===== src/hdl/vti_pkg.sv =====
package vti_pkg;

    localparam int SAMPLE_W = 16;
    localparam int FRAC_W   = 8;
    localparam int Q_SHIFT  = 3 * FRAC_W;
    localparam int VALUE_W  = 40;
    localparam int LX_W     = SAMPLE_W + FRAC_W + 1;
    localparam int LY_W     = LX_W + FRAC_W;
    localparam int IDX_W    = 2;
    localparam int CFG_W    = 16;

    typedef logic signed [SAMPLE_W-1:0] sample_t;
    typedef logic        [FRAC_W-1:0]   frac_t;
    typedef logic        [FRAC_W:0]     weight_t;
    typedef logic signed [LX_W-1:0]     lerp_x_t;
    typedef logic signed [LY_W-1:0]     lerp_y_t;
    typedef logic signed [VALUE_W-1:0]  value_t;
    typedef logic        [IDX_W-1:0]    reg_idx_t;
    typedef logic        [CFG_W-1:0]    cfg_data_t;

    localparam weight_t ONE_FRAC = weight_t'(1 << FRAC_W);

    localparam reg_idx_t REG_INTERP_MODE  = 2'd0;
    localparam reg_idx_t REG_THREE_DIMS   = 2'd1;
    localparam reg_idx_t REG_OUTSIDE_VAL  = 2'd2;

    typedef struct packed {
        logic    interp_mode;
        logic    three_dims;
        sample_t outside_value;
    } cfg_t;

    typedef struct packed {
        logic    bypass;
        logic    was_outside;
        sample_t bypass_val;
        frac_t   fy;
        frac_t   fz;
        lerp_x_t a0;
        lerp_x_t a1;
        lerp_x_t a2;
        lerp_x_t a3;
    } x_stage_t;

    typedef struct packed {
        logic    bypass;
        logic    was_outside;
        sample_t bypass_val;
        frac_t   fz;
        lerp_y_t b0;
        lerp_y_t b1;
    } y_stage_t;

    function automatic weight_t complement(input frac_t f);
        complement = ONE_FRAC - {1'b0, f};
    endfunction

endpackage


===== src/hdl/vti_cfg_if.sv =====
interface vti_cfg_if;
    logic               valid;
    logic               ready;
    vti_pkg::reg_idx_t  index;
    vti_pkg::cfg_data_t data;

    modport source (output valid, index, data, input ready);
    modport sink (input valid, index, data, output ready);
endinterface


===== src/hdl/vti_cfg_regs.sv =====
module vti_cfg_regs (
    input  logic          clk,
    input  logic          rst_n,
    vti_cfg_if.sink       cfg,
    output vti_pkg::cfg_t cfg_out
);

    vti_pkg::cfg_t cfg_reg;
    vti_pkg::cfg_t cfg_next;

    assign cfg.ready = 1'b1;
    assign cfg_out   = cfg_reg;

    always_comb
    begin
        cfg_next = cfg_reg;
        if (cfg.valid)
        begin
            case (cfg.index)
                vti_pkg::REG_INTERP_MODE: cfg_next.interp_mode   = cfg.data[0];
                vti_pkg::REG_THREE_DIMS:  cfg_next.three_dims    = cfg.data[0];
                vti_pkg::REG_OUTSIDE_VAL: cfg_next.outside_value = cfg.data;
                default:                  cfg_next = cfg_reg;
            endcase
        end
    end

    always_ff @(posedge clk or negedge rst_n)
    begin
        if (!rst_n)
        begin
            cfg_reg.interp_mode   <= 1'b1;
            cfg_reg.three_dims    <= 1'b1;
            cfg_reg.outside_value <= '0;
        end
        else
        begin
            cfg_reg <= cfg_next;
        end
    end

endmodule


===== src/flat_wrapper.sv =====
// flat-port wrapper written by rule: the top's interface ports become plain ports
module vti_cfg_regs_flat 
  (clk, rst_n, cfg_out, cfg_valid, cfg_index, cfg_data, cfg_ready);
  vti_cfg_if cfg_i ();
  input  logic clk;
  input  logic rst_n;
  output vti_pkg::cfg_t cfg_out;
  input wire logic [$bits(cfg_i.valid)-1:0] cfg_valid;
  input wire logic [$bits(cfg_i.index)-1:0] cfg_index;
  input wire logic [$bits(cfg_i.data)-1:0] cfg_data;
  output wire logic [$bits(cfg_i.ready)-1:0] cfg_ready;
  assign cfg_i.valid = cfg_valid;
  assign cfg_i.index = cfg_index;
  assign cfg_i.data = cfg_data;
  assign cfg_ready = cfg_i.ready;
  vti_cfg_regs u_core (.clk(clk), .rst_n(rst_n), .cfg(cfg_i), .cfg_out(cfg_out));
endmodule

===== config.mk =====
export PLATFORM = sky130hd
export DESIGN_NAME = vti_cfg_regs_flat
export DESIGN_NICKNAME = d
export VERILOG_FILES = /design/src/hdl/vti_pkg.sv /design/src/hdl/vti_cfg_if.sv /design/src/hdl/vti_cfg_regs.sv /design/src/flat_wrapper.sv
export SDC_FILE = /design/constraint.sdc
export NUM_CORES = 1
export LEC_CHECK = 0
export ABC_AREA = 1
export BUFFER_PORTS_ARGS = -buffer_cell sky130_fd_sc_hd__buf_4
export CAP_MARGIN = 30
export CORE_MARGIN = 2
export CORE_UTILIZATION = 39
export CTS_CLUSTER_SIZE = 16
export DETAILED_ROUTE_END_ITERATION = 8
export HOLD_SLACK_MARGIN = 0.15
export PLACE_DENSITY_LB_ADDON = 0.05
export SLEW_MARGIN = 20
export SYNTH_ARGS = -nofsm -noshare
export SYNTH_HDL_FRONTEND = slang
export SYNTH_SLANG_ARGS = --single-unit

===== constraint.sdc =====
create_clock -name clk -period 0.8 [get_ports clk]
set_input_delay 0.16 -clock clk [delete_from_list [all_inputs] [get_ports clk]]
set_output_delay 0.16 -clock clk [all_outputs]
set_load 0.02 [all_outputs]

======== After elaboration in Yosys (flattened, before gate mapping) ========
Cells that the tools add are included.
operators by class
  eq/ne operators ......................... 2
  reductions and logical operators ........ 4
operator list
  kind                count
  $reduce_and 2->1    3
  $eq 2x1->1 const B  1
  $eq 2x2->1 const B  1
  $logic_not 2->1     1
storage, ports and cells
  register bits ........................... 18
  word-level logic and storage cells ...... 9

======== Logic depth before layout (Yosys ltp) ========
  depth after elaboration ................. 2
  mapped depth ............................ 5
  depth with buffers taken out ............ 4

======== Worst setup path after synthesis ========
OpenSTA, ideal clock, no wires.
  path type ............................... in2reg
  from .................................... input cfg_index[1]
  to ...................................... register u_core.cfg_reg (netlist bit u_core.cfg_out[0])
  arrival ................................. 0.631 ns
  data required time ...................... 0.683 ns
  path slack .............................. 0.052 ns
  cell stages on the path ................. 5
  cells stage by stage .................... buf_4 nand3_4 buf_6 nand2_1 nand2_1
on the way
  longest elaborated chain between the ends .. 2
RTL lines
  element                            RTL line            RTL
  start, declared                    flat_wrapper.sv:9   input wire logic [$bits(cfg_i.index)-1:0] cfg_index;
  $eq 2x2->1                         vti_cfg_regs.sv:19  case (cfg.index)
  $reduce_and 2->1 (no source line)  --
  end signal, assigned               vti_cfg_regs.sv:38  cfg_reg <= cfg_next;
  end, declared                      vti_cfg_regs.sv:8   vti_pkg::cfg_t cfg_reg;
Every way passes these cells.
A chain may end at the register's enable or synchronous reset.

======== Worst setup path after layout ========
  from .................................... register u_core.cfg_reg (netlist bit u_core.cfg_out[17])
  to ...................................... output cfg_out[17] (netlist bit)
RTL lines
  element        RTL line           RTL
  end, declared  flat_wrapper.sv:7  output vti_pkg::cfg_t cfg_out;
No word-level cell between the ends.

==> out/results.tsv <==
metric	value	unit
status	finished, violations left	
failing checks	setup timing	
largest net degree at the start of global routing	19	
CTS tree	built	
Num Clock Sinks	18	
HP Class	in -> reg	
Tmin final	1.116	ns
DRT Pass-1 Iters	5	
crit-path max cell delay	0.55	ns
CTS Buf Count	3	
Yosys cell types	13	
GP Congestion	0.7393	
Critical Path Start Type	flip-flop	
CP delay by family, top	flip-flops	
Setup WS post-layout	-0.3156	ns
Largest register FFs	18	
Pwr Density	1822	nW/um^2
I/O pin cnt	40	
final HPWL from detailed placement	1.301	mm
yosys warns	0	
CTS H-Tree Depth	1	
post-synthesis to final-layout area growth	88.55	%
Row Count	16	
cells along the critical path	buf_6	
GRT Total Usage	19.26	%
most frequent cells in the layout	40 x buf_4, 34 x nand2_1, 18 x buf_6	
R2R setup slack	0.04	ns
Remaining DRCs	0	
vias in the first global route	857	
nets	180	
f_max	0.8964	GHz
fin util	76.42	%
ANT nets after route	0	
CTS Buffer Depth	2	
DRT iter0 DRCs	20	
WP data required	0.64	ns
Clock Latency Late Sink	0.29	ns
Starting Density	40.53	%
Yosys reg bits	18	
final hold vios	0	
RSZ-0062 raised after global routing	yes	
final wirelength	2.143	mm
leakage	0.7899	nW
final period utilization	139.4	%
leading cell type in the layout, fill and taps excluded	buf_4	
global-route wire length before repair	3.553	mm
slowest CP cell	dfstp_2	
share of cells above drive strength 1	43.04	%
Buffers on Ports	38	
Worst Clk Skew	0	ns
Max Slew Vio Count	0	
post-synthesis cell count	86	
Cell Area, Synth	787.0	sq um
GRT overflow	0	
Worst Setup End Kind	output port	
synthesized area per cell	9.151	sq um
Fin Hold WS	0.1500	ns
WP data arrival	0.96	ns
Diodes inserted	0	
critical path class	reg -> out	
Clock Pin Slew Worst Setup and Hold Paths	0.10	ns
Root Driver	clkbuf_4	
post-synthesis sequential area ratio	57.55	%
final count of negative-setup-slack endpoints	18	
DR WL/cell	11.58	microns
Worst Path Max Fanout	2	
Max VDD drop	1.073	mV
via count	853	
crit path buf inv count	1	
Die X	48.92	microns
Core Footprint	1942	sq um
antenna violations before repair	0	
Post-Syn Nets	107	
die area	2393	sq um
Die H	48.92	microns
drt via density	4.611	
Max Cap Violations	0	
[per-layer routing]
metal,global-route usage [%],up-vias,part of all wire [%]
met5,0,-,0
met4,7.143,0,1.3
met3,3.681,4,4.1
met2,35.39,26,54
met1,22.00,391,41
li1,-,432,-
[final timing paths]
check | startpoint | end | cells past startpoint
max reg2reg | u_core.cfg_out[10]$_DFFE_PN0P_ | u_core.cfg_out[10]$_DFFE_PN0P_ | 3
max | u_core.cfg_out[17]$_DFFE_PN1P_ | cfg_out[17] | 1
min reg2reg | u_core.cfg_out[16]$_DFFE_PN1P_ | u_core.cfg_out[16]$_DFFE_PN1P_ | 2
min | cfg_index[1] | u_core.cfg_out[17]$_DFFE_PN1P_ | 4
min in group asynchronous | rst_n | u_core.cfg_out[6]$_DFFE_PN0P_ | 2
max in group asynchronous | rst_n | u_core.cfg_out[16]$_DFFE_PN1P_ | 2
[per-stage QoR]
step | instances | TNS (ns) | power (W) | area [sq um] | setup WS (ns)
floorplan | 86 | 0 | 0.001522 | 787.0 | 0.05224
global placement | 151 | -0.01003 | 0.001892 | 1112 | -0.002714
detailed placement | 151 | -0.1414 | 0.001902 | 1112 | -0.02260
CTS | 181 | -3.933 | 0.002671 | 1444 | -0.3278
global route | 185 | -4.461 | 0.002867 | 1484 | -0.3481
finish | 185 | -3.727 | 0.002704 | 1484 | -0.3156
[kinds of logic (layout without fill, tap and decap cells)]
group / after synthesis / count (layout) / share of synthesized area (%)
flops: 18 / 18 / 57.55
buf+inv: 9 / 81 / 6.835
simple gates: 58 / 58 / 35.13
other cells: 1 / 1 / 0.4765
[worst reg2reg max path: stages, from the launching register on]
cell and delay (ns):
dfrtp_1 0.41, buf_4 0.14, nand2_2 0.06, nand2_2 0.05
[area by class of cell]
cell class	count	area, sq um
Sequential cell	18	452.9
Tap cell	27	33.78
Clock buffer	4	26.28
Multi-Input combinational cell	59	287.8
Timing Repair Buffer	75	675.6
Inverter	2	7.507
Fill cell	154	457.9
[Yosys cell counts]
| master | instances | area (sq um) |
|---|---|---|
| buf_2 | 4 | 20.02 |
| nand2_1 | 37 | 138.9 |
| inv_2 | 1 | 3.750 |
| inv_1 | 1 | 3.750 |
| buf_6 | 1 | 11.26 |
| nand3_4 | 1 | 17.52 |
| dfrtp_1 | 16 | 400.4 |
| dfstp_2 | 2 | 52.55 |
| nand4_1 | 17 | 106.4 |
| conb_1 | 1 | 3.750 |
| nand3_1 | 2 | 10.01 |
| nor2_1 | 1 | 3.750 |
| buf_4 | 2 | 15.01 |
[power by group]
| part | internal, W | total [W] | switching, W |
|---|---|---|---|
| combinational | 0.000598 | 0.00105 | 0.000455 |
| sequential | 0.00107 | 0.00117 | 0.000107 |
| clock | 0.000194 | 0.000479 | 0.000285 |
| total | 0.00186 | 0.00270 | 0.000846 |
[what timing repair did]
action,CTS,global route
endpoints found under the setup margin,18,21
resized for setup,18,4
hold buffers,17,0
pin swaps,0,2
hold endpoints to repair,36,0
setup buffers,9,4
No activity file was read; power rests on OpenSTA's default activity.
