==> src/hdl/vti_pkg.sv <==
package vti_pkg;

    localparam int SAMPLE_W = 16;
    localparam int FRAC_W   = 8;
    localparam int Q_SHIFT  = 3 * FRAC_W;
    localparam int VALUE_W  = 40;
    localparam int LX_W     = SAMPLE_W + FRAC_W + 1;
    localparam int LY_W     = LX_W + FRAC_W;
    localparam int IDX_W    = 2;
    localparam int CFG_W    = 16;

    typedef logic signed [SAMPLE_W-1:0] sample_t;
    typedef logic        [FRAC_W-1:0]   frac_t;
    typedef logic        [FRAC_W:0]     weight_t;
    typedef logic signed [LX_W-1:0]     lerp_x_t;
    typedef logic signed [LY_W-1:0]     lerp_y_t;
    typedef logic signed [VALUE_W-1:0]  value_t;
    typedef logic        [IDX_W-1:0]    reg_idx_t;
    typedef logic        [CFG_W-1:0]    cfg_data_t;

    localparam weight_t ONE_FRAC = weight_t'(1 << FRAC_W);

    localparam reg_idx_t REG_INTERP_MODE  = 2'd0;
    localparam reg_idx_t REG_THREE_DIMS   = 2'd1;
    localparam reg_idx_t REG_OUTSIDE_VAL  = 2'd2;

    typedef struct packed {
        logic    interp_mode;
        logic    three_dims;
        sample_t outside_value;
    } cfg_t;

    typedef struct packed {
        logic    bypass;
        logic    was_outside;
        sample_t bypass_val;
        frac_t   fy;
        frac_t   fz;
        lerp_x_t a0;
        lerp_x_t a1;
        lerp_x_t a2;
        lerp_x_t a3;
    } x_stage_t;

    typedef struct packed {
        logic    bypass;
        logic    was_outside;
        sample_t bypass_val;
        frac_t   fz;
        lerp_y_t b0;
        lerp_y_t b1;
    } y_stage_t;

    function automatic weight_t complement(input frac_t f);
        complement = ONE_FRAC - {1'b0, f};
    endfunction

endpackage

==> src/hdl/vti_stage_y.sv <==
module vti_stage_y (
    input  logic              clk,
    input  logic              rst_n,
    input  logic              x_valid,
    input  vti_pkg::x_stage_t x_data,
    output logic              x_ready,
    output logic              y_valid,
    output vti_pkg::y_stage_t y_data,
    input  logic              y_ready
);

    localparam int P_W = vti_pkg::LX_W + vti_pkg::FRAC_W + 2;

    logic              y_valid_reg;
    vti_pkg::y_stage_t y_data_reg;
    vti_pkg::y_stage_t y_data_next;

    logic signed [vti_pkg::FRAC_W+1:0] cy;
    logic signed [vti_pkg::FRAC_W+1:0] fy;
    logic signed [P_W-1:0] q0, q1, q2, q3;
    logic signed [P_W-1:0] s01, s23;

    assign cy = $signed({1'b0, vti_pkg::complement(x_data.fy)});
    assign fy = $signed({2'b00, x_data.fy});

    assign q0  = x_data.a0 * cy;
    assign q1  = x_data.a1 * fy;
    assign q2  = x_data.a2 * cy;
    assign q3  = x_data.a3 * fy;
    assign s01 = q0 + q1;
    assign s23 = q2 + q3;

    always_comb
    begin
        y_data_next.bypass      = x_data.bypass;
        y_data_next.was_outside = x_data.was_outside;
        y_data_next.bypass_val  = x_data.bypass_val;
        y_data_next.fz          = x_data.fz;
        y_data_next.b0          = s01[vti_pkg::LY_W-1:0];
        y_data_next.b1          = s23[vti_pkg::LY_W-1:0];
    end

    assign x_ready = !y_valid_reg || y_ready;
    assign y_valid = y_valid_reg;
    assign y_data  = y_data_reg;

    always_ff @(posedge clk or negedge rst_n)
    begin
        if (!rst_n)
        begin
            y_valid_reg <= 1'b0;
        end
        else if (x_ready)
        begin
            y_valid_reg <= x_valid;
        end
    end

    always_ff @(posedge clk)
    begin
        if (x_ready && x_valid)
        begin
            y_data_reg <= y_data_next;
        end
    end

endmodule

==> config.mk <==
export PLATFORM = sky130hd
export DESIGN_NAME = vti_stage_y
export DESIGN_NICKNAME = d
export VERILOG_FILES = /design/src/hdl/vti_pkg.sv /design/src/hdl/vti_stage_y.sv
export SDC_FILE = /design/constraint.sdc
export NUM_CORES = 2
export LEC_CHECK = 0
export BUFFER_PORTS_ARGS = -buffer_cell sky130_fd_sc_hd__buf_4
export CAP_MARGIN = 20
export CELL_PAD_IN_SITES_DETAIL_PLACEMENT = 1
export CELL_PAD_IN_SITES_GLOBAL_PLACEMENT = 2
export CORE_MARGIN = 2
export CORE_UTILIZATION = 40
export CTS_BUF_LIST = sky130_fd_sc_hd__clkbuf_4 sky130_fd_sc_hd__clkbuf_8
export DETAILED_ROUTE_END_ITERATION = 10
export GPL_TIMING_DRIVEN = 0
export MAX_ROUTING_LAYER = met4
export PLACE_DENSITY_LB_ADDON = 0.25
export SYNTH_ARGS = -nofsm -noshare
export SYNTH_HDL_FRONTEND = slang
export SYNTH_SLANG_ARGS = --single-unit
==> constraint.sdc <==
create_clock -name clk -period 9.6 [get_ports clk]
set_input_delay 0.48 -clock clk [delete_from_list [all_inputs] [get_ports clk]]
set_output_delay 0.48 -clock clk [all_outputs]
set_load 0.1 [all_outputs]
# Yosys cells after proc, flatten, opt, wreduce, memory -nomap -nowiden
# Index checks and enable logic that the tools add are counted.
# op_classes
addsub,3
n_mul,4
n_reduce_logical,3
# ops
op,n
$add 33x33->33,2
$mul 25x10->33,2
$mul 25x9->33,2
$sub 9x8->9 const A,1
$logic_and 1x1->1,1
$logic_not 1->1,1
$logic_or 1x1->1,1
# word_totals
ff_bits,93
input_bits,138
output_inout_bits,94
elab_cells,17

# Logic depth before layout (Yosys ltp)
# logic_depth
depth_word,3
mapped_depth,30
depth_no_buf,26

# Least setup slack after synthesis
# OpenSTA, ideal clock, no wires.
# synth_path
path_kind,input to register
startpoint,input port x_data[109] in the netlist's numbering
endpoint,register y_data_reg (netlist bit y_data[32]) (data pin)
setup_ns,0.258
arrival_time_ns,6.973
required_time_ns,9.342
slack_ns,2.369
path_stages,27
n_path_buf,4
cell_sequence,clkbuf_1 -> clkbuf_1 -> inv_1 -> ha_1 -> nand2_1 -> xor2_1 -> clkbuf_1 -> nand2_1 -> fa_1 -> fa_1 -> fa_1 -> fa_1 -> inv_1 -> fa_1 -> inv_1 -> fa_1 -> inv_1 -> ha_1 -> clkbuf_1 -> a2111oi_0 -> a21oi_1 -> a31oi_1 -> a21oi_2 -> a31o_2 -> a221oi_4 -> o21ai_2 -> xnor2_1
# synth_via
elab_chain_len,3
elab_cells_between_ends,4
cone_classes,add/sub (2); mul (2)
# synth_rtl
item,line_no,rtl
start: declaration,vti_stage_y.sv:5,"input vti_pkg::x_stage_t x_data,"
$sub 9x8->9,vti_pkg.sv:55,"complement = ONE_FRAC - {1'b0, f};"
$mul 25x10->33,vti_stage_y.sv:28,assign q2 = x_data.a2 * cy;
$add 33x33->33 (*),vti_stage_y.sv:31,assign s23 = q2 + q3;
via s23[32],vti_stage_y.sv:21,"logic signed [P_W-1:0] s01, s23;"
end signal: assignment,vti_stage_y.sv:63,y_data_reg <= y_data_next;
end: declaration,vti_stage_y.sv:15,vti_pkg::y_stage_t y_data_reg;
# Mark *: on every way through the listed nets, which the timed path passes. The rest lies on a longest branch.
# A chain may end at the register's enable or synchronous reset.

# Final worst setup path
# layout_path
startpoint,input port x_data[109] in the netlist's numbering
endpoint,register y_data_reg (netlist bit y_data[65]) (data pin)
# layout_via
elab_chain_len,3
elab_cells_between_ends,4
cone_classes,add/sub (2); mul (2)
# layout_rtl
item,line_no,rtl
$sub 9x8->9,vti_pkg.sv:55,
$mul 25x10->33,vti_stage_y.sv:26,assign q0 = x_data.a0 * cy;
$add 33x33->33 (*),vti_stage_y.sv:30,assign s01 = q0 + q1;
via s01[32],vti_stage_y.sv:21,
# Marked as above.

==> results.md <==
* Starting density of the core at 0.405
* Die W at 290 um
* Mapped Nets at 4,662
* Reg-to-reg slack, setup at 7780 ps
* Maximum clock insertion buffer count at 2
* Final instance area at 0.0361 mm2
* Max Fclk at 111 MHz
* Routed Antenna Nets at 0
* IO buf count at 224
* Fraction of layout cells with a size suffix above 1 at 0.0689
* Non-filler cells, final at 4,835
* H-tree depth at 3
* Worst Tran Pin Value at 1220 ps
* Die Footprint at 0.0841 mm2
* DRC Markers at 0
* Vias per inst at 4.87
* Post-DP Area at 0.0358 mm2
* Period utilization at 0.941
* Hold Slack at 166 ps
* Chip Height at 290 um
* Nets@finish at 4,901
* Max reg flops at 92
* Outcome: complete, no violations
* RSZ-0062 raised after global routing: false
* CTS tree: yes
* CTS root buffer: clkbuf_8
* Setup TNS at 0 ps
* Synthesized instance count at 3,517
* Clock skew at 23.4 ps
* First-pass GRT wire length at 154 mm
* Dpl hpwl at 83.6 mm
* Post-synth top area cell: fa_1
* Clock transition at the registers of the reported paths at 130 ps
* Yosys top cell area share at 0.476
* GRT overflow at 0
* Critical path peak fanout at 10
* Synth async-reset ratio at 0.0108
* Vias in the first global route at 26,100
* Req. time, crit path at 9820 ps
* Total track usage at 0.252
* CP Class: input port to flop
* Final min period at 9030 ps
* Main synth FF type: edfxtp_1
* Placed cell count at 4,803
* Wire per inst at 20.3 um
* Clk sinks at 93
* Startpoint Class: input port
* Largest net degree at the start of global routing at 57
* Initial antenna violation count at 14
* Worst EP arrival at 9260 ps
* Slew Limit Fails at 0
* Fin. Hold Viols at 0
* Slew margin rel. at 0.188
* Commonest non-fill, non-tap cells in the layout: 1,073 x inv_1, 778 x fa_1, 509 x and2_1
* Max-cap violations at 0
* Sequential element share of the synthesized area at 0.0852
* P&R area growth vs syn at 10.2%
* Mapped cell area at 0.0327 mm2
* Num CTS Buffers at 9
* DRT Wirelength at 98.0 mm
* Ys Warns at 0
* FF+latch count, synth at 93
* Row count at 104
* EDFF count, synth at 92
* Top post-synthesis cells by area: fa_1 48%, inv_1 12%, and2_1 9.8%
* Routability cong. at 0.876
* Commonest non-fill, non-tap cell in the layout: inv_1
* Setup Buffers After CTS at 0
* Drt initial violations at 1,020
* IO Count at 232
* Worst setup EP type: flop
* Setup violators final at 0
* Drt pass-1 iters at 5
* Syn avg cell area at 9.30 um2
* Count of different cell masters after synthesis at 61
* Total core area at 0.0808 mm2
* HP Class: input port to flop
* Clk Latency, worst-skew pair at 480 ps
* Vias at 23,500
## cell usage after synthesis (all sizes together), types with 2 or more instances
cell / instances
inv: 1073
fa: 778
and2: 510
nand2: 361
ha: 229
clkbuf: 95
edfxtp: 92
xnor2: 71
a21oi: 47
nor2: 42
o21ai: 34
a21o: 21
nor3: 19
xor2: 15
nand3: 13
o21a: 12
a211oi: 9
a31oi: 8
nand2b: 8
o21bai: 8
and3: 7
a2111oi: 5
nor4: 5
o2111ai: 5
nand4: 4
a21boi: 3
a221oi: 3
buf: 3
nor2b: 3
nor3b: 3
o211ai: 3
a211o: 2
and4: 2
o22ai: 2
o31a: 2
o31ai: 2
## path summary, 6_finish.rpt
kind                             startpoint    endpoint  cells past startpoint
max in group asynchronous             rst_n     y_valid                      2
worst min register to register      y_valid     y_valid                      2
worst min-delay path            x_data[128]  y_data[86]                      1
min in group asynchronous             rst_n     y_valid                      2
worst max-delay path            x_data[109]  y_data[65]                     27
worst max register to register      y_valid  y_data[65]                      3
## critical path, cell delays in order
cell	delay, ps
clkbuf_1	400
clkbuf_1	590
inv_1	100
ha_1	250
nand2_1	90
xor2_1	290
clkbuf_1	900
and2_1	280
fa_1	400
inv_1	90
fa_1	430
fa_1	550
inv_1	70
fa_1	480
fa_1	490
inv_1	50
fa_1	470
inv_1	40
ha_1	330
a21oi_1	240
inv_1	100
o21ai_0	570
o21ai_0	350
a221oi_1	610
o21ai_0	280
a31oi_1	250
xnor2_1	90
## area by class of cell
type | instances | area (um2)
clock inverters | 7 | 91.3
clock buffers | 9 | 124
inverters | 1073 | 4030
multi-input cells | 2253 | 25500
repair buffers | 228 | 1750
diodes | 14 | 35.0
fillers | 9469 | 44700
well taps | 1060 | 1330
plain buffers | 98 | 384
flip-flops and latches | 93 | 2790
## kinds of logic (layout without fill, tap and decap cells)
| group | count (synthesis) | count (layout) | share of synthesized area |
|---|---|---|---|
| buffers and inverters | 1171 | 1415 | 0.135 |
| adders and majority gates | 1007 | 1007 | 0.564 |
| and+or+nand+nor | 982 | 982 | 0.157 |
| AOI/OAI and AO/OA | 177 | 177 | 0.0363 |
| DFF | 93 | 93 | 0.0852 |
| xor gates and xnor gates | 86 | 86 | 0.0232 |
| muxes | 1 | 1 | 0.000344 |
| other | 0 | 14 | 0 |
## per-stage QoR
| stage | setup WS, ps | util |
|---|---|---|
| finish | 567 | 0.446 |
| floorplan | 2370 | - |
| detailed placement | -81.6 | 0.443 |
| global placement | -45.6 | 0.442 |
| CTS | 401 | 0.445 |
| global route | 164 | 0.446 |
## routing by layer
metal / part of all wire / wire length (um) / up-vias / global-route usage
met4: 0.019 / 1850 / 0 / 0.0517
met2: 0.52 / 51200 / 466 / 0.443
li1: - / - / 10600 / -
met5: 0 / 0 / - / -
met1: 0.41 / 40100 / 12400 / 0.308
met3: 0.049 / 4850 / 66 / 0.0355
## repair_timing
action | in CTS | in global routing
hold buffers | 1 | 0
endpoints found under the setup margin | 0 | 1
endpoints found under the hold margin | 1 | 0
gates resized for setup | 0 | 3
Power is left out: the tool's default activity adds up to more than one toggle a clock period on the data nets, which glitch-free logic cannot reach.
