File: config.mk
export PLATFORM = sky130hd
export DESIGN_NAME = vti_stage_z_flat
export DESIGN_NICKNAME = d
export VERILOG_FILES = /design/src/hdl/vti_pkg.sv /design/src/hdl/vti_result_if.sv /design/src/hdl/vti_stage_z.sv /design/src/flat_wrapper.sv
export SDC_FILE = /design/constraint.sdc
export NUM_CORES = 1
export LEC_CHECK = 0
export ABC_AREA = 1
export BUFFER_PORTS_ARGS = -buffer_cell sky130_fd_sc_hd__buf_2
export CORE_ASPECT_RATIO = 1.5
export CORE_MARGIN = 4
export CORE_UTILIZATION = 56
export CTS_CLUSTER_SIZE = 25
export DETAILED_ROUTE_END_ITERATION = 8
export GPL_ROUTABILITY_DRIVEN = 0
export PLACE_DENSITY = 0.82
export REMOVE_ABC_BUFFERS = 1
export SETUP_SLACK_MARGIN = 0.4
export SYNTH_ARGS = -nofsm -noshare
export SYNTH_HDL_FRONTEND = slang
export SYNTH_SLANG_ARGS = --single-unit
File: constraint.sdc
create_clock -name clk -period 8 [get_ports clk]
set_input_delay 0.8 -clock clk [delete_from_list [all_inputs] [get_ports clk]]
set_output_delay 0.8 -clock clk [all_outputs]
set_load 0.01 [all_outputs]
File: src/hdl/vti_pkg.sv
package vti_pkg;

    localparam int SAMPLE_W = 16;
    localparam int FRAC_W   = 8;
    localparam int Q_SHIFT  = 3 * FRAC_W;
    localparam int VALUE_W  = 40;
    localparam int LX_W     = SAMPLE_W + FRAC_W + 1;
    localparam int LY_W     = LX_W + FRAC_W;
    localparam int IDX_W    = 2;
    localparam int CFG_W    = 16;

    typedef logic signed [SAMPLE_W-1:0] sample_t;
    typedef logic        [FRAC_W-1:0]   frac_t;
    typedef logic        [FRAC_W:0]     weight_t;
    typedef logic signed [LX_W-1:0]     lerp_x_t;
    typedef logic signed [LY_W-1:0]     lerp_y_t;
    typedef logic signed [VALUE_W-1:0]  value_t;
    typedef logic        [IDX_W-1:0]    reg_idx_t;
    typedef logic        [CFG_W-1:0]    cfg_data_t;

    localparam weight_t ONE_FRAC = weight_t'(1 << FRAC_W);

    localparam reg_idx_t REG_INTERP_MODE  = 2'd0;
    localparam reg_idx_t REG_THREE_DIMS   = 2'd1;
    localparam reg_idx_t REG_OUTSIDE_VAL  = 2'd2;

    typedef struct packed {
        logic    interp_mode;
        logic    three_dims;
        sample_t outside_value;
    } cfg_t;

    typedef struct packed {
        logic    bypass;
        logic    was_outside;
        sample_t bypass_val;
        frac_t   fy;
        frac_t   fz;
        lerp_x_t a0;
        lerp_x_t a1;
        lerp_x_t a2;
        lerp_x_t a3;
    } x_stage_t;

    typedef struct packed {
        logic    bypass;
        logic    was_outside;
        sample_t bypass_val;
        frac_t   fz;
        lerp_y_t b0;
        lerp_y_t b1;
    } y_stage_t;

    function automatic weight_t complement(input frac_t f);
        complement = ONE_FRAC - {1'b0, f};
    endfunction

endpackage

File: src/hdl/vti_result_if.sv
interface vti_result_if;
    logic            valid;
    logic            ready;
    vti_pkg::value_t value_q24;
    logic            was_outside;

    modport source (output valid, value_q24, was_outside, input ready);
    modport sink (input valid, value_q24, was_outside, output ready);
endinterface

File: src/hdl/vti_stage_z.sv
module vti_stage_z (
    input  logic              clk,
    input  logic              rst_n,
    input  logic              y_valid,
    input  vti_pkg::y_stage_t y_data,
    output logic              y_ready,
    vti_result_if.source      result
);

    localparam int P_W = vti_pkg::LY_W + vti_pkg::FRAC_W + 2;

    logic            z_valid_reg;
    vti_pkg::value_t value_reg;
    vti_pkg::value_t value_next;
    logic            was_outside_reg;

    logic signed [vti_pkg::FRAC_W+1:0] cz;
    logic signed [vti_pkg::FRAC_W+1:0] fz;
    logic signed [P_W-1:0] r0, r1, sum;

    assign cz  = $signed({1'b0, vti_pkg::complement(y_data.fz)});
    assign fz  = $signed({2'b00, y_data.fz});
    assign r0  = y_data.b0 * cz;
    assign r1  = y_data.b1 * fz;
    assign sum = r0 + r1;

    // nearest and outside points carry a plain sample, scaled to the output format
    assign value_next = y_data.bypass
                      ? {y_data.bypass_val, {vti_pkg::Q_SHIFT{1'b0}}}
                      : sum[vti_pkg::VALUE_W-1:0];

    assign y_ready            = !z_valid_reg || result.ready;
    assign result.valid       = z_valid_reg;
    assign result.value_q24   = value_reg;
    assign result.was_outside = was_outside_reg;

    always_ff @(posedge clk or negedge rst_n)
    begin
        if (!rst_n)
        begin
            z_valid_reg <= 1'b0;
        end
        else if (y_ready)
        begin
            z_valid_reg <= y_valid;
        end
    end

    always_ff @(posedge clk)
    begin
        if (y_ready && y_valid)
        begin
            value_reg       <= value_next;
            was_outside_reg <= y_data.was_outside;
        end
    end

endmodule

File: src/flat_wrapper.sv
// flat-port wrapper written by rule: the top's interface ports become plain ports
module vti_stage_z_flat 
  (clk, rst_n, y_valid, y_data, y_ready, result_valid, result_value_q24, result_was_outside, result_ready);
  vti_result_if result_i ();
  input  logic clk;
  input  logic rst_n;
  input  logic y_valid;
  input  vti_pkg::y_stage_t y_data;
  output logic y_ready;
  output wire logic [$bits(result_i.valid)-1:0] result_valid;
  output wire logic [$bits(result_i.value_q24)-1:0] result_value_q24;
  output wire logic [$bits(result_i.was_outside)-1:0] result_was_outside;
  input wire logic [$bits(result_i.ready)-1:0] result_ready;
  assign result_valid = result_i.valid;
  assign result_value_q24 = result_i.value_q24;
  assign result_was_outside = result_i.was_outside;
  assign result_i.ready = result_ready;
  vti_stage_z u_core (.clk(clk), .rst_n(rst_n), .y_valid(y_valid), .y_data(y_data), .y_ready(y_ready), .result(result_i));
endmodule
-- Yosys cells after proc, flatten, opt, wreduce, memory -nomap -nowiden
Index checks and enable logic that the tools add are counted.
- flip-flop bits (word level): 42
- bits of input ports: 96
- output and inout port bits: 43
- word-level logic and storage cells: 12
- $add $sub $neg: 2
- multiply operators: 2
- mux-type cells: 1
- reductions and logical operators: 3
- operator list (operator ; number):
    adder 40 bit ; 1
    multiplier 33 x 10 -> 40 bit ; 1
    multiplier 33 x 9 -> 40 bit ; 1
    2-to-1 mux 40 bit ; 1
    subtractor 9 x 8 -> 9 bit (first input constant) ; 1
    logical AND 1 bit ; 1
    zero test 1 bit ; 1
    logical OR 1 bit ; 1

-- Longest topological paths before layout
- word-level depth: 4
- depth in mapped cells: 39
- depth with buffers taken out: 37

-- Worst setup path before layout
No wires, ideal clock.
- path type: input to register
- start: input y_data[67] in the netlist's numbering
- end: register u_core.value_reg[26] (netlist: u_core.result.value_q24[26]) (data pin)
- setup time: 0.253 ns
- data arrival time: 6.598 ns
- data required time: 7.747 ns
- setup slack: 1.149 ns
- stages on the path: 31
- path buffers: 2
- cell sequence: buf_2 > inv_2 > ha_1 > xnor2_1 > inv_2 > clkbuf_1 > nor2_1 > fa_1 > fa_1 > inv_1 > fa_1 > inv_1 > fa_1 > fa_1 > inv_1 > fa_1 > inv_1 > ha_1 > inv_2 > o21ai_0 > a21oi_2 > nand2_4 > nand3_2 > nand2_2 > nand2_2 > nand2_2 > nand2_1 > nand2_1 > or2_1 > nand3_1 > nand2_1
- word-level cells in the longest chain between the ends: 4
- elaborated cells on any way between the ends: 5
- classes of those cells: add/sub (2); mul (2); mux (1)
- RTL lines (what ; line ; text):
    start: declaration ; flat_wrapper.sv:8 ; input vti_pkg::y_stage_t y_data;
    subtractor 9 x 8 -> 9 bit ; vti_pkg.sv:55 ; complement = ONE_FRAC - {1'b0, f};
    multiplier 33 x 10 -> 40 bit ; vti_stage_z.sv:23 ; assign r0 = y_data.b0 * cz;
    adder 40 bit * ; vti_stage_z.sv:25 ; assign sum = r0 + r1;
    2-to-1 mux 40 bit * ; vti_stage_z.sv:29 ; ? {y_data.bypass_val, {vti_pkg::Q_SHIFT{1'b0}}}
    named net u_core.value_next[26] ; vti_stage_z.sv:14 ; vti_pkg::value_t value_next;
    end signal: assignment ; vti_stage_z.sv:53 ; value_reg <= value_next;
    end: declaration ; vti_stage_z.sv:13 ; vti_pkg::value_t value_reg;
The timed path passes the listed nets; every way through them passes the cells marked *.
A chain may end at the register's enable or synchronous reset.

-- Worst setup path in the final report
- start: input y_data[68] in the netlist's numbering
- end: register u_core.value_reg[39] (netlist: u_core.result.value_q24[39]) (data pin)
Same word-level chain as after synthesis.

==> reports/qor.yml <==
drt:
  finalWirelength_um: 59200
  dr.pass1.iters: 6
  wl_per_cell_um: 17.7
  vias: 18000
  drc: 0
  drtIter0Drc: 1733
  via_per_inst: 5.39
  final_antenna_net_count: 0
global_route:
  grt_first_pass_wirelength_um: 96900
  grt_max_degree: 67
  grt_pass1_vias: 19800
  antenna_found_initial: 6
  overflow: 0
  grt_usage_pct: 29.3
clock_tree:
  cts_sinks: 42
  numCtsBuffers: 5
  cts-hold-fix-buffers: 0
  path_clk_slew_ns: 0.06
  ctsResizeCount: 0
  cts_buffer_depth: 2
  cts-root-buf: "clkbuf_16"
  cts_tree: "done"
  insertion_delay_ns: 0.29
  cts_setup_buffers: 0
  h-tree-depth: 2
place:
  place_ws_ns: 0.337
  io_buffer_count: 138
  place_hpwl_um: 51200
worst_setup_path:
  crit_top_cell: "fa_1"
  slowest_delay_ns: 0.56
  crit_fanout: 34
  crit_required_ns: 8.04
  setup.reg_to_reg.worst_slack_ns: 6.60
  path_class: "input pin to flip-flop"
  cp_slowest_cell: "fa_1"
  cp-end-kind: "flip-flop"
  crit_path_start_kind: "input pin"
  crit_arrival_ns: 7.45
logic_synthesis:
  synth_cell_types: 50
  syn_avg_cell_area_sq_um: 7.76
  ys_seq_area_share_pct: 5.84
  synth_flop_cell: "edfxtp_1"
  synth_edf_count: 41
  synth_warnings: 0
  syn-cell-area_sq_mm: 0.0215
  async_flop_share_pct: 2.38
  yosys_register_bits: 42
  netlist_instances: 2771
floorplanning:
  coreArea_sq_mm: 0.0378
  start_util_pct: 56.9
  die_h_um: 248
  num_rows: 87
  die-area_sq_mm: 0.0417
  die_w_um: 168
  ios: 139
sta:
  slew_headroom_pct: 32.7
  fin_crit_sh_pct: 92.6
  rsz0062_at_grt: "no"
  setup_viol: 0
  tightest_slew_ns: 1.01
  tns_ns: 0
  fmax_mhz: 135
  finalHoldViolCount: 0
  period_minus_slack_ns: 7.41
  skew_ns: 0.00524
  setup_slack_ns: 0.588
  drv_slew: 0
finish:
  drive_above_1_share_pct: 8.84
  seqCellArea_sq_mm: 0.00126
  layout_commonest_cell: "inv_1"
  fillers: 3198
  area_delta_synth_final_pct: 6.12
  fin_nets: 3580
  final_cell_mix: "inv_1 (908), nand2_1 (571), fa_1 (499)"
  multi_input_area_sq_mm: 0.0163
  largest_reg_flops: 40
min_path:
  hold_path_class: "input pin to asynchronous set/reset pin"
outcome:
  status: "finished, final reports clean"
flow_run:
  cap_violations: 0
cell type report:
cell class	instances	area share (%)
Multi-Input combinational cell	1700	71.6
Inverter	936	15.4
Sequential cell	42	5.51
Timing Repair Buffer	164	3.99
Tap cell	489	2.68
Clock buffer	6	0.565
Clock inverter	2	0.165
Antenna cell	6	0.0658
critical path, delay by kind of cell:
| kind | cells | cell delay (ns) |
|---|---|---|
| AOI/OAI and AO/OA | 4 | 0.98 |
| buffers and inverters | 9 | 1.54 |
| and+or+nand+nor | 6 | 0.62 |
| xor gates and xnor gates | 1 | 0.19 |
| adders and majority gates | 7 | 3.32 |
synth_stat cells (3+ instances only):
library cell	n	area, sq um
buf_6	3	33.8
nor2_1	225	845
o21ai_0	39	195
nor3_1	5	25.0
o21a_1	6	45.0
ha_1	136	1700
nand2_2	9	56.3
o21ai_2	3	26.3
xnor2_1	6	52.6
clkinv_1	3	11.3
fa_1	499	9990
clkbuf_2	19	95.1
o21ai_1	9	45.0
nand4_1	5	31.3
a21oi_2	4	35.0
a21oi_1	68	340
xor2_1	4	35.0
buf_2	13	65.1
or2_1	3	18.8
nor2_4	3	33.8
inv_1	908	3410
inv_2	25	93.8
edfxtp_1	41	1230
a21o_1	3	22.5
o21bai_1	4	30.0
nor2_2	20	125
nand3_1	51	255
clkbuf_1	50	188
nand2_1	571	2140
a31oi_1	5	31.3
buf_1	7	26.3
worst paths after layout:
| kind | to | startpoint | depth (start not counted) |
|---|---|---|---|
| min in group clk | u_core.result.valid | u_core.result.valid | 2 |
| min reg2reg | u_core.result.valid | u_core.result.valid | 2 |
| min | u_core.result.valid | rst_n | 1 |
| max | u_core.result.value_q24[39] | y_data[68] | 27 |
| max reg2reg | u_core.result.value_q24[1] | u_core.result.valid | 2 |
| max in group asynchronous | u_core.result.valid | rst_n | 1 |
stage by stage:
step           utilization, %  hold WS (ns)  cells  area [sq um]
3_5_place_dp             59.9         0.580   3331         22600
3_3_place_gp             59.9         0.552   3331         22600
6_report                 60.4         0.277   3345         22800
5_1_grt                  60.4         0.275   3339         22800
2_1_floorplan               -         0.504   2678         21100
4_1_cts                  60.3         0.272   3339         22800
cell families (layout without fill, tap and decap cells):
logic type / count (synthesis) / in the layout / share of synthesized area, %
AO/OA/AOI/OAI: 149 / 149 / 3.92
XOR/XNOR: 11 / 11 / 0.483
adder cells (fa/ha/maj): 635 / 635 / 54.4
buffers and inverters: 1029 / 1108 / 18.3
flip-flops: 42 / 42 / 5.84
other: 0 / 6 / 0
AND/OR/NAND/NOR: 905 / 905 / 17.1
routing by layer:
metal,GRT usage [%],wire [um],up-vias
li1,-,-,7902
met1,32.6,19700,8749
met2,53.7,30300,1018
met5,0,19,-
met4,17.3,4670,2
met3,3.62,4520,357
Power is not shown: default switching activity piles up to over one toggle a cycle in this logic, so the estimate is an artifact.
