==> config.mk <==
export PLATFORM = sky130hd
export DESIGN_NAME = vti_stage_x_flat
export DESIGN_NICKNAME = d
export VERILOG_FILES = /design/src/hdl/vti_pkg.sv /design/src/hdl/vti_point_if.sv /design/src/hdl/vti_stage_x.sv /design/src/flat_wrapper.sv
export SDC_FILE = /design/constraint.sdc
export NUM_CORES = 2
export LEC_CHECK = 0
export ABC_AREA = 1
export CORE_MARGIN = 2
export CORE_UTILIZATION = 40
export CTS_BUF_LIST = sky130_fd_sc_hd__clkbuf_2
export CTS_CLUSTER_DIAMETER = 40
export DETAILED_ROUTE_END_ITERATION = 8
export DONT_BUFFER_PORTS = 1
export PLACE_DENSITY = 0.65
export SLEW_MARGIN = 20
export SYNTH_ARGS = -nofsm -noshare
export SYNTH_HDL_FRONTEND = slang
export SYNTH_SLANG_ARGS = --single-unit
==> constraint.sdc <==
create_clock -name clk -period 8.53 [get_ports clk]
set_input_delay 0.853 -clock clk [delete_from_list [all_inputs] [get_ports clk]]
set_output_delay 0.853 -clock clk [all_outputs]
set_load 0.02 [all_outputs]
==> src/hdl/vti_pkg.sv <==
package vti_pkg;

    localparam int SAMPLE_W = 16;
    localparam int FRAC_W   = 8;
    localparam int Q_SHIFT  = 3 * FRAC_W;
    localparam int VALUE_W  = 40;
    localparam int LX_W     = SAMPLE_W + FRAC_W + 1;
    localparam int LY_W     = LX_W + FRAC_W;
    localparam int IDX_W    = 2;
    localparam int CFG_W    = 16;

    typedef logic signed [SAMPLE_W-1:0] sample_t;
    typedef logic        [FRAC_W-1:0]   frac_t;
    typedef logic        [FRAC_W:0]     weight_t;
    typedef logic signed [LX_W-1:0]     lerp_x_t;
    typedef logic signed [LY_W-1:0]     lerp_y_t;
    typedef logic signed [VALUE_W-1:0]  value_t;
    typedef logic        [IDX_W-1:0]    reg_idx_t;
    typedef logic        [CFG_W-1:0]    cfg_data_t;

    localparam weight_t ONE_FRAC = weight_t'(1 << FRAC_W);

    localparam reg_idx_t REG_INTERP_MODE  = 2'd0;
    localparam reg_idx_t REG_THREE_DIMS   = 2'd1;
    localparam reg_idx_t REG_OUTSIDE_VAL  = 2'd2;

    typedef struct packed {
        logic    interp_mode;
        logic    three_dims;
        sample_t outside_value;
    } cfg_t;

    typedef struct packed {
        logic    bypass;
        logic    was_outside;
        sample_t bypass_val;
        frac_t   fy;
        frac_t   fz;
        lerp_x_t a0;
        lerp_x_t a1;
        lerp_x_t a2;
        lerp_x_t a3;
    } x_stage_t;

    typedef struct packed {
        logic    bypass;
        logic    was_outside;
        sample_t bypass_val;
        frac_t   fz;
        lerp_y_t b0;
        lerp_y_t b1;
    } y_stage_t;

    function automatic weight_t complement(input frac_t f);
        complement = ONE_FRAC - {1'b0, f};
    endfunction

endpackage

==> src/hdl/vti_point_if.sv <==
interface vti_point_if;
    logic             valid;
    logic             ready;
    vti_pkg::sample_t sample_0;
    vti_pkg::sample_t sample_1;
    vti_pkg::sample_t sample_2;
    vti_pkg::sample_t sample_3;
    vti_pkg::sample_t sample_4;
    vti_pkg::sample_t sample_5;
    vti_pkg::sample_t sample_6;
    vti_pkg::sample_t sample_7;
    vti_pkg::frac_t   frac_x;
    vti_pkg::frac_t   frac_y;
    vti_pkg::frac_t   frac_z;
    logic             outside;

    modport source (
        output valid, sample_0, sample_1, sample_2, sample_3, sample_4, sample_5,
               sample_6, sample_7, frac_x, frac_y, frac_z, outside,
        input  ready
    );
    modport sink (
        input  valid, sample_0, sample_1, sample_2, sample_3, sample_4, sample_5,
               sample_6, sample_7, frac_x, frac_y, frac_z, outside,
        output ready
    );
endinterface

==> src/hdl/vti_stage_x.sv <==
module vti_stage_x (
    input  logic              clk,
    input  logic              rst_n,
    input  vti_pkg::cfg_t     cfg,
    vti_point_if.sink         point,
    output logic              x_valid,
    output vti_pkg::x_stage_t x_data,
    input  logic              x_ready
);

    localparam int P_W = vti_pkg::SAMPLE_W + vti_pkg::FRAC_W + 2;

    logic              x_valid_reg;
    vti_pkg::x_stage_t x_data_reg;
    vti_pkg::x_stage_t x_data_next;

    logic signed [vti_pkg::FRAC_W+1:0] cx;
    logic signed [vti_pkg::FRAC_W+1:0] fx;
    logic signed [P_W-1:0] p0, p1, p2, p3, p4, p5, p6, p7;
    logic signed [P_W-1:0] s01, s23, s45, s67;

    assign cx = $signed({1'b0, vti_pkg::complement(point.frac_x)});
    assign fx = $signed({2'b00, point.frac_x});

    // lerp along x: even samples take the complement, odd ones the fraction
    assign p0 = point.sample_0 * cx;
    assign p1 = point.sample_1 * fx;
    assign p2 = point.sample_2 * cx;
    assign p3 = point.sample_3 * fx;
    assign p4 = point.sample_4 * cx;
    assign p5 = point.sample_5 * fx;
    assign p6 = point.sample_6 * cx;
    assign p7 = point.sample_7 * fx;
    assign s01 = p0 + p1;
    assign s23 = p2 + p3;
    assign s45 = p4 + p5;
    assign s67 = p6 + p7;

    always_comb
    begin
        x_data_next.bypass      = point.outside || !cfg.interp_mode;
        x_data_next.was_outside = point.outside;
        x_data_next.bypass_val  = point.outside ? cfg.outside_value : point.sample_0;
        x_data_next.fy          = point.frac_y;
        x_data_next.fz          = cfg.three_dims ? point.frac_z : '0;
        x_data_next.a0          = s01[vti_pkg::LX_W-1:0];
        x_data_next.a1          = s23[vti_pkg::LX_W-1:0];
        x_data_next.a2          = s45[vti_pkg::LX_W-1:0];
        x_data_next.a3          = s67[vti_pkg::LX_W-1:0];
    end

    assign point.ready = !x_valid_reg || x_ready;
    assign x_valid     = x_valid_reg;
    assign x_data      = x_data_reg;

    always_ff @(posedge clk or negedge rst_n)
    begin
        if (!rst_n)
        begin
            x_valid_reg <= 1'b0;
        end
        else if (point.ready)
        begin
            x_valid_reg <= point.valid;
        end
    end

    always_ff @(posedge clk)
    begin
        if (point.ready && point.valid)
        begin
            x_data_reg <= x_data_next;
        end
    end

endmodule

==> src/flat_wrapper.sv <==
// flat-port wrapper written by rule: the top's interface ports become plain ports
module vti_stage_x_flat 
  (clk, rst_n, cfg, x_valid, x_data, x_ready, point_valid, point_sample_0, point_sample_1, point_sample_2, point_sample_3, point_sample_4, point_sample_5, point_sample_6, point_sample_7, point_frac_x, point_frac_y, point_frac_z, point_outside, point_ready);
  vti_point_if point_i ();
  input  logic clk;
  input  logic rst_n;
  input  vti_pkg::cfg_t cfg;
  output logic x_valid;
  output vti_pkg::x_stage_t x_data;
  input  logic x_ready;
  input wire logic [$bits(point_i.valid)-1:0] point_valid;
  input wire logic [$bits(point_i.sample_0)-1:0] point_sample_0;
  input wire logic [$bits(point_i.sample_1)-1:0] point_sample_1;
  input wire logic [$bits(point_i.sample_2)-1:0] point_sample_2;
  input wire logic [$bits(point_i.sample_3)-1:0] point_sample_3;
  input wire logic [$bits(point_i.sample_4)-1:0] point_sample_4;
  input wire logic [$bits(point_i.sample_5)-1:0] point_sample_5;
  input wire logic [$bits(point_i.sample_6)-1:0] point_sample_6;
  input wire logic [$bits(point_i.sample_7)-1:0] point_sample_7;
  input wire logic [$bits(point_i.frac_x)-1:0] point_frac_x;
  input wire logic [$bits(point_i.frac_y)-1:0] point_frac_y;
  input wire logic [$bits(point_i.frac_z)-1:0] point_frac_z;
  input wire logic [$bits(point_i.outside)-1:0] point_outside;
  output wire logic [$bits(point_i.ready)-1:0] point_ready;
  assign point_i.valid = point_valid;
  assign point_i.sample_0 = point_sample_0;
  assign point_i.sample_1 = point_sample_1;
  assign point_i.sample_2 = point_sample_2;
  assign point_i.sample_3 = point_sample_3;
  assign point_i.sample_4 = point_sample_4;
  assign point_i.sample_5 = point_sample_5;
  assign point_i.sample_6 = point_sample_6;
  assign point_i.sample_7 = point_sample_7;
  assign point_i.frac_x = point_frac_x;
  assign point_i.frac_y = point_frac_y;
  assign point_i.frac_z = point_frac_z;
  assign point_i.outside = point_outside;
  assign point_ready = point_i.ready;
  vti_stage_x u_core (.clk(clk), .rst_n(rst_n), .cfg(cfg), .point(point_i), .x_valid(x_valid), .x_data(x_data), .x_ready(x_ready));
endmodule
# Word-level counts from Yosys, hierarchy flattened
# Index checks and enable logic that the tools add are counted.
[word_totals]
register_bits = 135
latch_bits = 0
ramBits = 0
romBits = 0
inputBits = 175
output_inout_bits = 136
n_memories = 0
[classes]
n_addsub = 5
mul = 8
n_div = 0
magnitude_cmp = 0
n_eq_ne = 0
n_shift = 0
muxes = 1
bitwise_logic = 0
n_reduce_logical = 5
[ops]
columns = ["op", "count"]
rows = [
  ["$add A25 B25 Y25", 4],
  ["$mul A16 B10 Y25", 4],
  ["$mul A16 B9 Y25", 4],
  ["$mux W16", 1],
  ["$sub A9 B8 Y9 const A", 1],
  ["$logic_not A1 Y1", 2],
  ["$logic_or A1 B1 Y1", 2],
  ["$logic_and A1 B1 Y1", 1],
]

# Longest topological paths before layout
[depth]
depth_word = 3
ltp_mapped = 36

# Least setup slack after synthesis
# No wires, ideal clock.
[synth_timing]
kind = "input port to flip-flop"
startpoint = "input point_valid"
endpoint = "register u_core.x_data_reg, in the netlist u_core.x_data[0] (enable)"
t_arrival_ps = 7345
setup_slack_ps = 514
cell_stages = 2
n_path_buf = 0
cell_sequence = "inv_1 > a21oi_1"
[synth_via]
elab_chain_cells = 1
[synth_rtl]
columns = ["item", "line_no", "text"]
rows = [
  ["start: declaration", "flat_wrapper.sv:11", "input wire logic [$bits(point_i.valid)-1:0] point_valid;"],
  ["$logic_and A1 B1 Y1", "vti_stage_x.sv:70", "if (point.ready && point.valid)"],
  ["end signal: assignment", "vti_stage_x.sv:72", "x_data_reg <= x_data_next;"],
  ["end: declaration", "vti_stage_x.sv:14", "vti_pkg::x_stage_t x_data_reg;"],
]
# Every way passes these cells.
# A chain may end at the register's enable or synchronous reset.

# Final worst setup path
[layout_timing]
startpoint = "input point_frac_x[0]"
endpoint = "register u_core.x_data_reg, in the netlist u_core.x_data[21] (data pin)"
[layout_via]
elab_chain_cells = 3
[layout_rtl]
columns = ["item", "line_no", "text"]
rows = [
  ["start: declaration", "flat_wrapper.sv:20", "input wire logic [$bits(point_i.frac_x)-1:0] point_frac_x;"],
  ["$sub A9 B8 Y9", "vti_pkg.sv:55", "complement = ONE_FRAC - {1'b0, f};"],
  ["$mul A16 B10 Y25", "vti_stage_x.sv:32", "assign p6 = point.sample_6 * cx;"],
  ["$add A25 B25 Y25 *", "vti_stage_x.sv:37", "assign s67 = p6 + p7;"],
  ["net u_core.s67[21]", "vti_stage_x.sv:20", "logic signed [P_W-1:0] s01, s23, s45, s67;"],
]
# The timed path passes the listed nets; every way through them passes the cells marked *.

==> impl_results.md <==
- Status: finished clean
- Largest net degree at the start of global routing: 131
- Fin crit period: 6655 ps
- Initial antenna violation count: 6
- Final layout net count: 7197
- Syn Inst Count: 5664
- Post-synthesis sequential area ratio: 8.764%
- Final non-filler cell total: 7142
- Hold Crit Depth: 5
- DRT Wirelength: 122.4 mm
- Relative max-transition margin: 28.34%
- Die span in y: 343.8 µm
- CTS Buffer Depth: 2
- Max FO, Critical Path: 130
- Syn Area/Cell: 8.156 µm²
- Post-synth EDFFs: 134
- Final setup fails: 0
- Peak Freq: 150.3 MHz
- Worst Path Class, Setup: input port to flop
- Synth Flop Type: edfxtp_1
- Synthesized area: 46200 µm²
- Fin Clk Skew: 59.46 ps
- Max_cap viols: 0
- Area Overhead vs Synth: 5.395%
- Setup Buffers After CTS: 0
- Die Span X: 343.8 µm
- Hold Buf Count CTS: 90
- Period utilization: 78.02%
- Worst hold slack: 192.9 ps
- Syn_nets: 7252
- Reg2Reg Setup Slack: 6240 ps
- Commonest non-fill, non-tap cell in the layout: inv_1
- Min-delay worst type: input port to flop
- First-pass GRT wire length: 197.9 mm
- Core region area: 114500 µm²
- DR WL/cell: 17.14 µm
- Pre-Repair DR Iteration Count: 6
- Vias per cell: 4.750
- Gr ovfl total: 0
- Worst Path Required: 9560 ps
- Row count: 124
- Vias in the first global route: 36520
- Port buffer count: 0
- Via count: 33920
- TritonCTS clock tree: yes
- Total track usage: 21.72%
- Skew-Pair Late Insertion Delay: 1220 ps
- Fraction of registers with async set or reset after synthesis: 0.7407%
- Yosys reg bits: 135
- Final HPWL DP: 100.4 mm
- Reg2Reg Depth: 2
- Slew @ Worst Pin: 1068 ps
- Placed Instances: 7012
- Die area: 118200 µm²
- TritonCTS Buffers: 17
- CTS root buffer: clkbuf_2
- H-tree depth: 4
- Synth Warn #: 0
- Initial Util: 40.35%
- Netlist cell types: 37
- Antenna-violating nets left: 0
- Layout cells sized above 1: 1.227%
- Setup TNS: 0 ps
- Final core utilization: 42.52%
- Most frequent cells in the layout: inv_1, fa_1, nand2_1
- Worst Setup Start Kind: input port
- DRC viols: 0
- Final Hold Vio Count: 0
- RePlAce Congestion: 0.8974
- Clock sinks: 135
- RSZ-0062 raised after global routing: false
- Iter 0 DRT Violations: 1924
- CP endpoint kind: flop
- Worst path arrival time: 7680 ps
- Slew Viols, Final: 0
- Largest register FFs: 134
- I/O Pins: 311
- Resized Gates After CTS: 0
- Clock-pin slew of the registers on the worst-case setup and hold paths: 300 ps
path summary, 6_finish.rpt:
kind | endpoint | startpoint
worst max-delay path | u_core.x_data[21]$_DFFE_PP_ | point_frac_x[0]
worst min-delay path | u_core.x_data[76]$_DFFE_PP_ | point_sample_0[1]
worst max register to register | u_core.x_data[23]$_DFFE_PP_ | u_core.x_valid$_DFFE_PN0N_
worst min register to register | u_core.x_data[105]$_SDFFCE_PN0P_ | u_core.x_valid$_DFFE_PN0N_
max in group asynchronous | u_core.x_valid$_DFFE_PN0N_ | rst_n
min in group asynchronous | u_core.x_valid$_DFFE_PN0N_ | rst_n
logic make-up (layout without fill, tap and decap cells):
| family | count (synthesis) | after routing | share of synthesized area [%] |
|---|---|---|---|
| AOI/OAI and AO/OA | 221 | 221 | 2.524 |
| DFF | 135 | 135 | 8.764 |
| xor gates and xnor gates | 92 | 92 | 1.785 |
| buffers and inverters | 2167 | 2125 | 17.91 |
| other | 0 | 8 | 0 |
| adders and majority gates | 1413 | 1413 | 55.30 |
| and+or+nand+nor | 1636 | 1636 | 13.72 |
synth_stat cells (4+ instances only):
cell type | number | area, µm²
a21o_1 | 9 | 67.56
a21oi_1 | 107 | 535.5
a31oi_1 | 10 | 62.56
and3_1 | 5 | 31.28
buf_1 | 19 | 71.32
buf_2 | 4 | 20.02
buf_6 | 6 | 67.56
clkbuf_1 | 87 | 326.6
clkbuf_2 | 67 | 335.3
edfxtp_1 | 134 | 4024
fa_1 | 1048 | 20980
ha_1 | 365 | 4567
inv_1 | 1980 | 7432
nand2_1 | 1043 | 3915
nand3_1 | 67 | 335.3
nand4_1 | 22 | 137.6
nor2_1 | 483 | 1813
o21ai_0 | 85 | 425.4
or2_2 | 6 | 37.54
xnor2_1 | 36 | 315.3
xor2_1 | 55 | 481.7
routing by layer:
layer	share of wire [%]	track usage [%]	vias to the layer above
li1	-	-	15630
met1	40	27.23	17040
met2	49	37.32	1074
met3	8.4	5.327	165
met4	2.3	5.933	8
met5	0.038	0	-
cell type report:
cell class | instances | area, µm²
fillers | 11500 | 65810
multi-input cells | 3362 | 33910
inverters | 1983 | 7443
flip-flops and latches | 135 | 4049
well taps | 1512 | 1892
repair buffers | 110 | 1111
clock inverters | 15 | 178.9
clock buffers | 17 | 85.08
diodes | 8 | 20.02
through the flow:
step           instance area, µm²  setup slack [ps]
2_1_floorplan               46200             513.6
3_3_place_gp                47490             752.8
3_5_place_dp                47490             740.3
4_1_cts                     48670              2107
5_1_grt                     48680              1727
6_report                    48690              1875
worst max-delay path, stage by stage:
cell,delay [ps]
nor3_1,210
inv_1,70
or2_1,240
nor2_1,100
nand2_1,110
nand2_2,100
clkinv_1,820
buf_4,500
nand2_1,100
fa_1,450
fa_1,570
fa_1,440
fa_1,540
inv_1,50
fa_1,470
inv_1,50
fa_1,500
inv_1,50
ha_1,350
nand2_1,110
nor2_1,180
nor3b_1,300
nand4_1,150
nand3_1,120
xor2_1,170
Power is left out: the tool's default activity adds up to more than one toggle a clock period on the data nets, which glitch-free logic cannot reach.
